## src/rtl/vbc_pkg.sv

```systemverilog
// ----------------------------------------------------------------------------
// vbc_pkg
// Shared types, constants and alphabet lookups for the byte cipher.
// ----------------------------------------------------------------------------
package vbc_pkg;

  localparam int KEY_BYTES   = 16;
  localparam int KEY_POS_W   = 4;
  localparam int KEY_LEN_W   = 5;
  localparam int CFG_DATA_W  = 64;
  localparam int CFG_INDEX_W = 2;

  localparam logic [8:0] SYMBOLS = 9'd161;

  localparam int QUEUE_DEPTH = 2;
  localparam int QUEUE_PTR_W = $clog2(QUEUE_DEPTH);
  localparam int QUEUE_CNT_W = $clog2(QUEUE_DEPTH + 1);

  localparam logic [CFG_INDEX_W-1:0] CFG_KEY_LOW  = 2'd0;
  localparam logic [CFG_INDEX_W-1:0] CFG_KEY_HIGH = 2'd1;
  localparam logic [CFG_INDEX_W-1:0] CFG_KEY_LEN  = 2'd2;
  localparam logic [CFG_INDEX_W-1:0] CFG_DECRYPT  = 2'd3;

  typedef struct packed {
    logic       ok;
    logic [7:0] idx;
  } sym_idx_t;

  // One classified byte on its way from front to back.
  typedef struct packed {
    logic [7:0] msg_byte;
    logic [7:0] msg_idx;
    logic       msg_ok;
    logic [7:0] key_idx;
    logic       key_ok;
    logic       decrypt;
    logic       last;
  } vbc_item_t;

  // Alphabet position of a Windows-1251 byte; ok is low outside the alphabet.
  function automatic sym_idx_t sym_index(input logic [7:0] b);
    sym_idx_t r;
    r.ok  = 1'b1;
    r.idx = 8'd0;
    if (b >= 8'h41 && b <= 8'h5A) begin
      r.idx = b - 8'h41;
    end else if (b >= 8'h61 && b <= 8'h7A) begin
      r.idx = b - 8'h61 + 8'd26;
    end else if (b >= 8'hC0 && b <= 8'hC5) begin
      r.idx = b - 8'hC0 + 8'd52;
    end else if (b == 8'hA8) begin
      r.idx = 8'd58;
    end else if (b >= 8'hC6 && b <= 8'hDF) begin
      r.idx = b - 8'hC6 + 8'd59;
    end else if (b >= 8'hE0 && b <= 8'hE5) begin
      r.idx = b - 8'hE0 + 8'd85;
    end else if (b == 8'hB8) begin
      r.idx = 8'd91;
    end else if (b >= 8'hE6) begin
      r.idx = b - 8'hE6 + 8'd92;
    end else if (b >= 8'h30 && b <= 8'h39) begin
      r.idx = b - 8'h30 + 8'd118;
    end else if (b == 8'h20) begin
      r.idx = 8'd128;
    end else if (b >= 8'h21 && b <= 8'h2F) begin
      r.idx = b - 8'h21 + 8'd129;
    end else if (b >= 8'h3A && b <= 8'h40) begin
      r.idx = b - 8'h3A + 8'd144;
    end else if (b >= 8'h5B && b <= 8'h60) begin
      r.idx = b - 8'h5B + 8'd151;
    end else if (b >= 8'h7B && b <= 8'h7E) begin
      r.idx = b - 8'h7B + 8'd157;
    end else begin
      r.ok = 1'b0;
    end
    return r;
  endfunction

  // Byte of an alphabet position.
  function automatic logic [7:0] sym_byte(input logic [7:0] i);
    logic [7:0] b;
    if (i < 8'd26) begin
      b = 8'h41 + i;
    end else if (i < 8'd52) begin
      b = 8'h61 + (i - 8'd26);
    end else if (i < 8'd58) begin
      b = 8'hC0 + (i - 8'd52);
    end else if (i == 8'd58) begin
      b = 8'hA8;
    end else if (i < 8'd85) begin
      b = 8'hC6 + (i - 8'd59);
    end else if (i < 8'd91) begin
      b = 8'hE0 + (i - 8'd85);
    end else if (i == 8'd91) begin
      b = 8'hB8;
    end else if (i < 8'd118) begin
      b = 8'hE6 + (i - 8'd92);
    end else if (i < 8'd128) begin
      b = 8'h30 + (i - 8'd118);
    end else if (i == 8'd128) begin
      b = 8'h20;
    end else if (i < 8'd144) begin
      b = 8'h21 + (i - 8'd129);
    end else if (i < 8'd151) begin
      b = 8'h3A + (i - 8'd144);
    end else if (i < 8'd157) begin
      b = 8'h5B + (i - 8'd151);
    end else if (i < 8'd161) begin
      b = 8'h7B + (i - 8'd157);
    end else begin
      b = 8'h20;
    end
    return b;
  endfunction

endpackage

```

## src/rtl/vigenere_byte_cipher_unit.sv

```systemverilog
// A byte accepted on the slave side passes through one queue slot, then the
// output register, before it is shown on the master side.
// Throughput: one byte per clock without output stalls; the two-entry queue
// and the output register let the front keep accepting while a result waits.
// Reset (rst, synchronous): key bytes clear, key length returns to 1, mode to
// encrypt, key position to the first byte, queue and output empty.
// ----------------------------------------------------------------------------
// vigenere_byte_cipher_unit
// Byte-stream Vigenere cipher over a 161-symbol Windows-1251 alphabet.
// ----------------------------------------------------------------------------
module vigenere_byte_cipher_unit (
  input  logic                              clk,
  input  logic                              rst,
  input  logic                              cfg_we,
  input  logic [vbc_pkg::CFG_INDEX_W-1:0]   cfg_index,
  input  logic [vbc_pkg::CFG_DATA_W-1:0]    cfg_data,
  input  logic                              s_axis_tvalid,
  output logic                              s_axis_tready,
  input  logic [7:0]                        s_axis_tdata,  // [7:0] in_byte
  input  logic                              s_axis_tlast,  // in_last
  output logic                              m_axis_tvalid,
  input  logic                              m_axis_tready,
  output logic [7:0]                        m_axis_tdata,  // [7:0] out_byte
  output logic                              m_axis_tlast   // out_last
);
  import vbc_pkg::*;

  logic [CFG_DATA_W-1:0] key_bytes_low;
  logic [CFG_DATA_W-1:0] key_bytes_high;
  logic [KEY_LEN_W-1:0]  key_length;
  logic                  decrypt_mode;

  logic      push;
  logic      pop;
  logic      queue_full;
  logic      queue_empty;
  vbc_item_t push_item;
  vbc_item_t pop_item;

  always_ff @(posedge clk) begin
    if (rst) begin
      key_bytes_low  <= '0;
      key_bytes_high <= '0;
      key_length     <= KEY_LEN_W'(1);
      decrypt_mode   <= 1'b0;
    end else if (cfg_we) begin
      case (cfg_index)
        CFG_KEY_LOW:  key_bytes_low  <= cfg_data;
        CFG_KEY_HIGH: key_bytes_high <= cfg_data;
        CFG_KEY_LEN:  key_length     <= cfg_data[KEY_LEN_W-1:0];
        CFG_DECRYPT:  decrypt_mode   <= cfg_data[0];
        default: ;
      endcase
    end
  end

  vbc_front u_front (
    .clk           (clk),
    .rst           (rst),
    .s_axis_tvalid (s_axis_tvalid),
    .s_axis_tready (s_axis_tready),
    .s_axis_tdata  (s_axis_tdata),
    .s_axis_tlast  (s_axis_tlast),
    .key_bytes     ({key_bytes_high, key_bytes_low}),
    .key_length    (key_length),
    .decrypt_mode  (decrypt_mode),
    .queue_full    (queue_full),
    .push          (push),
    .push_item     (push_item)
  );

  vbc_queue u_queue (
    .clk       (clk),
    .rst       (rst),
    .push      (push),
    .push_item (push_item),
    .full      (queue_full),
    .pop       (pop),
    .pop_item  (pop_item),
    .empty     (queue_empty)
  );

  vbc_back u_back (
    .clk           (clk),
    .rst           (rst),
    .empty         (queue_empty),
    .pop_item      (pop_item),
    .pop           (pop),
    .m_axis_tvalid (m_axis_tvalid),
    .m_axis_tready (m_axis_tready),
    .m_axis_tdata  (m_axis_tdata),
    .m_axis_tlast  (m_axis_tlast)
  );

endmodule

```

## src/rtl/vbc_front.sv

```systemverilog
// ----------------------------------------------------------------------------
// vbc_front
// Accepts message bytes, picks the key byte, maps both to alphabet positions
// and tracks the key position.
// ----------------------------------------------------------------------------
module vbc_front (
  input  logic                              clk,
  input  logic                              rst,
  input  logic                              s_axis_tvalid,
  output logic                              s_axis_tready,
  input  logic [7:0]                        s_axis_tdata,  // [7:0] in_byte
  input  logic                              s_axis_tlast,
  input  logic [8*vbc_pkg::KEY_BYTES-1:0]   key_bytes,
  input  logic [vbc_pkg::KEY_LEN_W-1:0]     key_length,
  input  logic                              decrypt_mode,
  input  logic                              queue_full,
  output logic                              push,
  output vbc_pkg::vbc_item_t                push_item
);
  import vbc_pkg::*;

  logic [KEY_POS_W-1:0] key_position;
  logic [KEY_POS_W-1:0] key_position_next;
  logic [KEY_LEN_W-1:0] active_len;
  logic [KEY_LEN_W-1:0] pos_inc;
  logic [7:0]           key_byte;
  sym_idx_t             msg_sym;
  sym_idx_t             key_sym;

  // Hold off transactions while in reset.
  assign s_axis_tready = !rst && !queue_full;
  assign push          = s_axis_tvalid && s_axis_tready;

  // Zero acts as one, anything above the key size acts as the key size.
  always_comb begin
    if (key_length == '0) begin
      active_len = KEY_LEN_W'(1);
    end else if (key_length > KEY_LEN_W'(KEY_BYTES)) begin
      active_len = KEY_LEN_W'(KEY_BYTES);
    end else begin
      active_len = key_length;
    end
  end

  assign key_byte = key_bytes[8*key_position +: 8];
  assign msg_sym  = sym_index(s_axis_tdata);
  assign key_sym  = sym_index(key_byte);

  always_comb begin
    push_item.msg_byte = s_axis_tdata;
    push_item.msg_idx  = msg_sym.idx;
    push_item.msg_ok   = msg_sym.ok;
    push_item.key_idx  = key_sym.idx;
    push_item.key_ok   = key_sym.ok;
    push_item.decrypt  = decrypt_mode;
    push_item.last     = s_axis_tlast;
  end

  assign pos_inc = {1'b0, key_position} + KEY_LEN_W'(1);

  // Wrap at the key length or after the last byte of a message.
  always_comb begin
    key_position_next = key_position;
    if (push) begin
      if (s_axis_tlast || pos_inc >= active_len) begin
        key_position_next = '0;
      end else begin
        key_position_next = pos_inc[KEY_POS_W-1:0];
      end
    end
  end

  always_ff @(posedge clk) begin
    if (rst) begin
      key_position <= '0;
    end else begin
      key_position <= key_position_next;
    end
  end

`ifndef SYNTHESIS
  a_last_restarts_key: assert property (@(posedge clk) disable iff (rst)
    push && s_axis_tlast |=> key_position == '0)
    else $error("key position not restarted after last byte");

  a_position_holds_idle: assert property (@(posedge clk) disable iff (rst)
    !push |=> $stable(key_position))
    else $error("key position moved without a transaction");
`endif

endmodule

```

## src/rtl/vbc_queue.sv

```systemverilog
// ----------------------------------------------------------------------------
// vbc_queue
// Short first-in first-out queue of classified bytes between front and back.
// ----------------------------------------------------------------------------
module vbc_queue (
  input  logic                clk,
  input  logic                rst,
  input  logic                push,
  input  vbc_pkg::vbc_item_t  push_item,
  output logic                full,
  input  logic                pop,
  output vbc_pkg::vbc_item_t  pop_item,
  output logic                empty
);
  import vbc_pkg::*;

  vbc_item_t              entries [QUEUE_DEPTH];
  logic [QUEUE_PTR_W-1:0] wr_ptr;
  logic [QUEUE_PTR_W-1:0] rd_ptr;
  logic [QUEUE_CNT_W-1:0] count;

  assign full     = count == QUEUE_CNT_W'(QUEUE_DEPTH);
  assign empty    = count == '0;
  assign pop_item = entries[rd_ptr];

  always_ff @(posedge clk) begin
    if (push) begin
      entries[wr_ptr] <= push_item;
    end
  end

  always_ff @(posedge clk) begin
    if (rst) begin
      wr_ptr <= '0;
      rd_ptr <= '0;
      count  <= '0;
    end else begin
      if (push) begin
        wr_ptr <= (wr_ptr == QUEUE_PTR_W'(QUEUE_DEPTH - 1)) ? '0 : wr_ptr + 1'b1;
      end
      if (pop) begin
        rd_ptr <= (rd_ptr == QUEUE_PTR_W'(QUEUE_DEPTH - 1)) ? '0 : rd_ptr + 1'b1;
      end
      if (push && !pop) begin
        count <= count + 1'b1;
      end else if (pop && !push) begin
        count <= count - 1'b1;
      end
    end
  end

`ifndef SYNTHESIS
  a_no_overflow: assert property (@(posedge clk) disable iff (rst)
    full |-> !push)
    else $error("push into full queue");

  a_no_underflow: assert property (@(posedge clk) disable iff (rst)
    empty |-> !pop)
    else $error("pop from empty queue");
`endif

endmodule

```

## src/rtl/vbc_back.sv

```systemverilog
// ----------------------------------------------------------------------------
// vbc_back
// Adds or subtracts alphabet positions modulo the alphabet size, maps the
// result back to a byte and holds it in the output register.
// ----------------------------------------------------------------------------
module vbc_back (
  input  logic                clk,
  input  logic                rst,
  input  logic                empty,
  input  vbc_pkg::vbc_item_t  pop_item,
  output logic                pop,
  output logic                m_axis_tvalid,
  input  logic                m_axis_tready,
  output logic [7:0]          m_axis_tdata,  // [7:0] out_byte
  output logic                m_axis_tlast
);
  import vbc_pkg::*;

  logic [8:0] sum;
  logic [8:0] res;
  logic [7:0] result_byte;

  assign pop = !empty && (!m_axis_tvalid || m_axis_tready);

  always_comb begin
    if (pop_item.decrypt) begin
      if (pop_item.msg_idx >= pop_item.key_idx) begin
        sum = {1'b0, pop_item.msg_idx} - {1'b0, pop_item.key_idx};
      end else begin
        sum = {1'b0, pop_item.msg_idx} + SYMBOLS - {1'b0, pop_item.key_idx};
      end
      res = sum;
    end else begin
      sum = {1'b0, pop_item.msg_idx} + {1'b0, pop_item.key_idx};
      res = (sum >= SYMBOLS) ? sum - SYMBOLS : sum;
    end
  end

  // Pass the byte through when either side falls outside the alphabet.
  assign result_byte = (pop_item.msg_ok && pop_item.key_ok) ? sym_byte(res[7:0])
                                                            : pop_item.msg_byte;

  always_ff @(posedge clk) begin
    if (rst) begin
      m_axis_tvalid <= 1'b0;
    end else if (pop) begin
      m_axis_tvalid <= 1'b1;
    end else if (m_axis_tready) begin
      m_axis_tvalid <= 1'b0;
    end
  end

  always_ff @(posedge clk) begin
    if (pop) begin
      m_axis_tdata <= result_byte;
      m_axis_tlast <= pop_item.last;
    end
  end

`ifndef SYNTHESIS
  a_stall_blocks_pop: assert property (@(posedge clk) disable iff (rst)
    m_axis_tvalid && !m_axis_tready |-> !pop)
    else $error("output register overwritten while stalled");
`endif

endmodule

```

## config.mk

```make
export PLATFORM = sky130hd
export DESIGN_NAME = vigenere_byte_cipher_unit
export DESIGN_NICKNAME = d
export VERILOG_FILES = /design/src/rtl/vbc_pkg.sv /design/src/rtl/vigenere_byte_cipher_unit.sv /design/src/rtl/vbc_front.sv /design/src/rtl/vbc_queue.sv /design/src/rtl/vbc_back.sv
export SDC_FILE = /design/constraint.sdc
export NUM_CORES = 1
export LEC_CHECK = 0
export BUFFER_PORTS_ARGS = -buffer_cell sky130_fd_sc_hd__buf_4
export CORE_MARGIN = 2
export CORE_UTILIZATION = 56
export DETAILED_ROUTE_END_ITERATION = 8
export PLACE_DENSITY = 0.74
export SETUP_SLACK_MARGIN = 0.3
export SLEW_MARGIN = 20
export SYNTH_ARGS = -nofsm -noshare
export SYNTH_HDL_FRONTEND = slang
export SYNTH_SLANG_ARGS = --single-unit
```

## constraint.sdc

```tcl
create_clock -name clk -period 6.1 [get_ports clk]
set_input_delay 0 -clock clk [delete_from_list [all_inputs] [get_ports clk]]
set_output_delay 0 -clock clk [all_outputs]
set_load 0.02 [all_outputs]
```

==> impl_metrics.yaml <==
floorplanning:
  dieHeight_um: 164
  core.rowCount: 58
  die_area_um2: 26800
  start_util_pct: 56.8
  ios: 91
  core-area_um2: 25100
  die_w_um: 164
timing:
  fin_crit_sh_pct: 92.3
  tns_ns: 0
  fin_ws_ns: 0.471
  rsz0062_at_grt: "false"
  hold_violations: 0
  min_period_ns: 5.63
  fin_worst_skew_ns: 0.0225
  worst_pin_slew_ns: 1.21
  fmax_mhz: 178
  finalSetupViolCount: 0
  max_slew_margin_pct: 18.5
  slew_violations: 0
clock_network:
  cts_root_buf: "clkbuf_16"
  cts.clk_slew.worst_paths_ns: 0.06
  cts_buffer_depth: 3
  tritoncts: "built"
  numCtsBuffers: 23
  clock_sinks: 209
  h-tree-depth: 1
  clk-insertion-delay-late_ns: 0.52
critical_path:
  cp_top_family: "compound AO/OA/AOI/OAI gates"
  worstPathRequired_ns: 6.34
  crit_fanout: 10
  cp.arrival_ns: 5.87
  criticalPathCategory: "reg2reg"
  end_kind: "flop"
  slowest_delay_ns: 0.55
  crit_cells: 20
  cp.buffers_inverters: 3
  rr_worst_depth: 20
  crit_path_start_kind: "flop"
  crit_path_top_delay_cell: "or4_1"
  cp_cell_sequence: "mux2i_4 > inv_1 > ha_1 > nand2b_1 > a2111o_1 > and2_1 > a311oi_4 > nor2_1 > or4_1 > a31oi_2 > inv_2 > ha_1 > buf_4 > a311o_1 > o21bai_4 > o21a_1 > a211oi_1 > or4_1 > a31oi_1 > o21ai_1"
worst_hold_path:
  min-delay-start: "s_axis_tvalid"
  hp-class: "in2reg"
  hold_depth: 4
synth:
  async_flop_share_pct: 0
  synth-edff-count: 65
  synth_compound_area_share_pct: 22.3
  synthMuxAreaShare_pct: 9.08
  synthCells: 1711
  yosysTopAreaCellShare_pct: 20.2
  synthFlopType: "dfxtp_1"
  ys_top_cells_by_area: "dfxtp_1, edfxtp_1, nand2_1"
  synth.avg_cell_area_um2: 8.34
  syn_area_um2: 14300
  seq_area_frac_synth_pct: 33.9
  synth_area_leader_cell: "dfxtp_1"
  synthAdderAreaFrac_pct: 7.64
  synthXorXnorAreaFrac_pct: 3.44
  synth-simple-area-share_pct: 18.9
  yosysWarningCount: 0
  yosysUniqueCellTypes: 92
  synth_seq_cells: 209
  syn_nets: 1874
  synth_top_family_by_area: "compound AO/OA/AOI/OAI gates"
detailed_routing:
  totalWireLength_mm: 42.0
  ant_nets: 0
  drtIter0Drc: 1530
  routedWlPerCell_um: 19.2
  avgViaCountPerCell: 6.22
  drc_errors: 1
  firstDrtPassIters: 7
  num_vias: 13700
job:
  drv_cap: 0
placed_design:
  dp_hpwl_mm: 28.8
  pre_cts_ws_ns: 0.0753
  io_buffers: 90
  place_area_um2: 15300
  place_congestion: 0.989
global_route:
  grt_overflow: 0
  grt_first_pass_wirelength_mm: 66.8
  grt_pass1_vias: 12700
  grt_max_degree: 89
  antenna_found_initial: 1
  grt_usage_pct: 30.9
finish:
  layout-drive-gt1-share_pct: 15.1
  fin_area_um2: 17000
  syn_to_final_growth_pct: 19.2
  mostFrequentLayoutCell: "nand2_1"
  multi_input_area_um2: 8950
  fin_nets: 2014
  mostFrequentLayoutCells: "nand2_1, a21oi_1, dfxtp_1"
  fillers: 1996
  seq_area_um2: 4840
power_and_ir_drop:
  powerDensity_nw_per_um2: 481
  power.leakage_nw: 6.41
  irDropWorstVdd_uv: 802
run_status:
  status: "finished, violations left"
  violations: "DRC"
metrics by stage:
step / hold WS, ns / util [%] / cells / total power, mW
3_3_place_gp: 0.232 / 60.9 / 2069 / 6.42
6_report: 0.141 / 67.7 / 2195 / 8.19
2_1_floorplan: 0.0989 / - / 1711 / 5.21
4_1_cts: 0.138 / 66.9 / 2186 / 7.78
3_5_place_dp: 0.236 / 60.9 / 2069 / 6.40
5_1_grt: 0.182 / 67.7 / 2195 / 8.68
worst register-to-register path, cell delays in order, from the launching register on:
cell and delay (ns):
dfxtp_4 0.40, mux2i_4 0.29, inv_1 0.13, ha_1 0.35, nand2b_1 0.20, a2111o_1 0.51, and2_1 0.23, a311oi_4 0.35
nor2_1 0.12, or4_1 0.50, a31oi_2 0.22, inv_2 0.10, ha_1 0.18, buf_4 0.17, a311o_1 0.33, o21bai_4 0.21
o21a_1 0.16, a211oi_1 0.07, or4_1 0.55, a31oi_1 0.21, o21ai_1 0.10
worst paths after layout:
| path | endpoint | slack, ns |
|---|---|---|
| worst min register to register | key_bytes_high[52] | 0.45 |
| worst max register to register | u_back.m_axis_tdata[5] | 0.47 |
| worst max-delay path | u_back.m_axis_tdata[5] | 0.47 |
| worst min-delay path | u_front.key_position[0] | 0.14 |
logic make-up (layout without fill, tap and decap cells):
kind of cell	after synthesis	in the layout
other	0	1
XOR/XNOR	56	56
AO/OA/AOI/OAI	494	494
flip-flops	209	209
AND/OR/NAND/NOR	620	620
adder cells (fa/ha/maj)	83	83
multiplexers	81	81
buffers and inverters	168	321
final cells by class:
class	count	share of cell area, %
multi-input cells	1334	52.6
flip-flops and latches	209	28.5
repair buffers	218	10.9
clock buffers	32	3.86
well taps	330	2.43
inverters	65	1.46
clock inverters	6	0.272
diodes	1	0.0147
what timing repair did:
item / 4_1_cts / 5_1_grt
hold endpoints to repair: 158 / 0
pin swaps: 0 / 8
setup endpoints to repair: 5 / 8
gates resized for setup: 4 / 30
buffers inserted: 0 / 8
hold buffers: 79 / 0
Yosys cell counts, types with 6 or more instances:
library cell,count
o221ai_1,9
mux4_2,38
a21o_1,15
a22oi_1,8
inv_1,62
nor2_1,113
o22ai_1,13
xor2_1,16
nand4_1,8
nor2b_1,13
buf_2,7
o31ai_1,12
o211ai_1,17
dfxtp_1,144
and2_1,8
a31oi_1,22
nand2_1,357
or3_1,8
edfxtp_1,65
nand3_1,30
fa_1,7
a211o_1,7
and3_1,7
or2_2,8
nor3_1,20
nand2b_1,19
xnor2_1,40
mux2i_1,35
a211oi_1,19
o21ai_0,59
buf_1,15
clkbuf_1,73
a21oi_1,219
ha_1,76
mux2_2,7
a2111oi_0,6
sequential cells by signal (all words and copies together), names as in the netlist, named ones only:
signal / flops
decrypt_mode: 1
key_bytes_high: 64
key_bytes_low: 64
key_length: 5
u_back.m_axis_tdata: 8
u_back.m_axis_tlast: 1
u_back.m_axis_tvalid: 1
u_front.key_position: 4
u_queue.count: 2
u_queue.entries: 56
u_queue.rd_ptr: 1
u_queue.wr_ptr: 1
where the power goes:
group	switching [mW]	internal [mW]	total, mW
Clock	0.550	0.753	1.30
Combinational	3.19	2.07	5.25
Sequential	0.0542	1.58	1.63
metal layers:
layer | up-vias | share of wire (%) | GRT usage (%)
li1 | 6425 | - | -
met1 | 6507 | 43 | 42.9
met2 | 593 | 46 | 49.8
met3 | 130 | 7.6 | 4.01
met4 | 0 | 3.7 | 10.7
met5 | - | 0 | 0
Note: power is estimated with default switching activity, not from simulation.
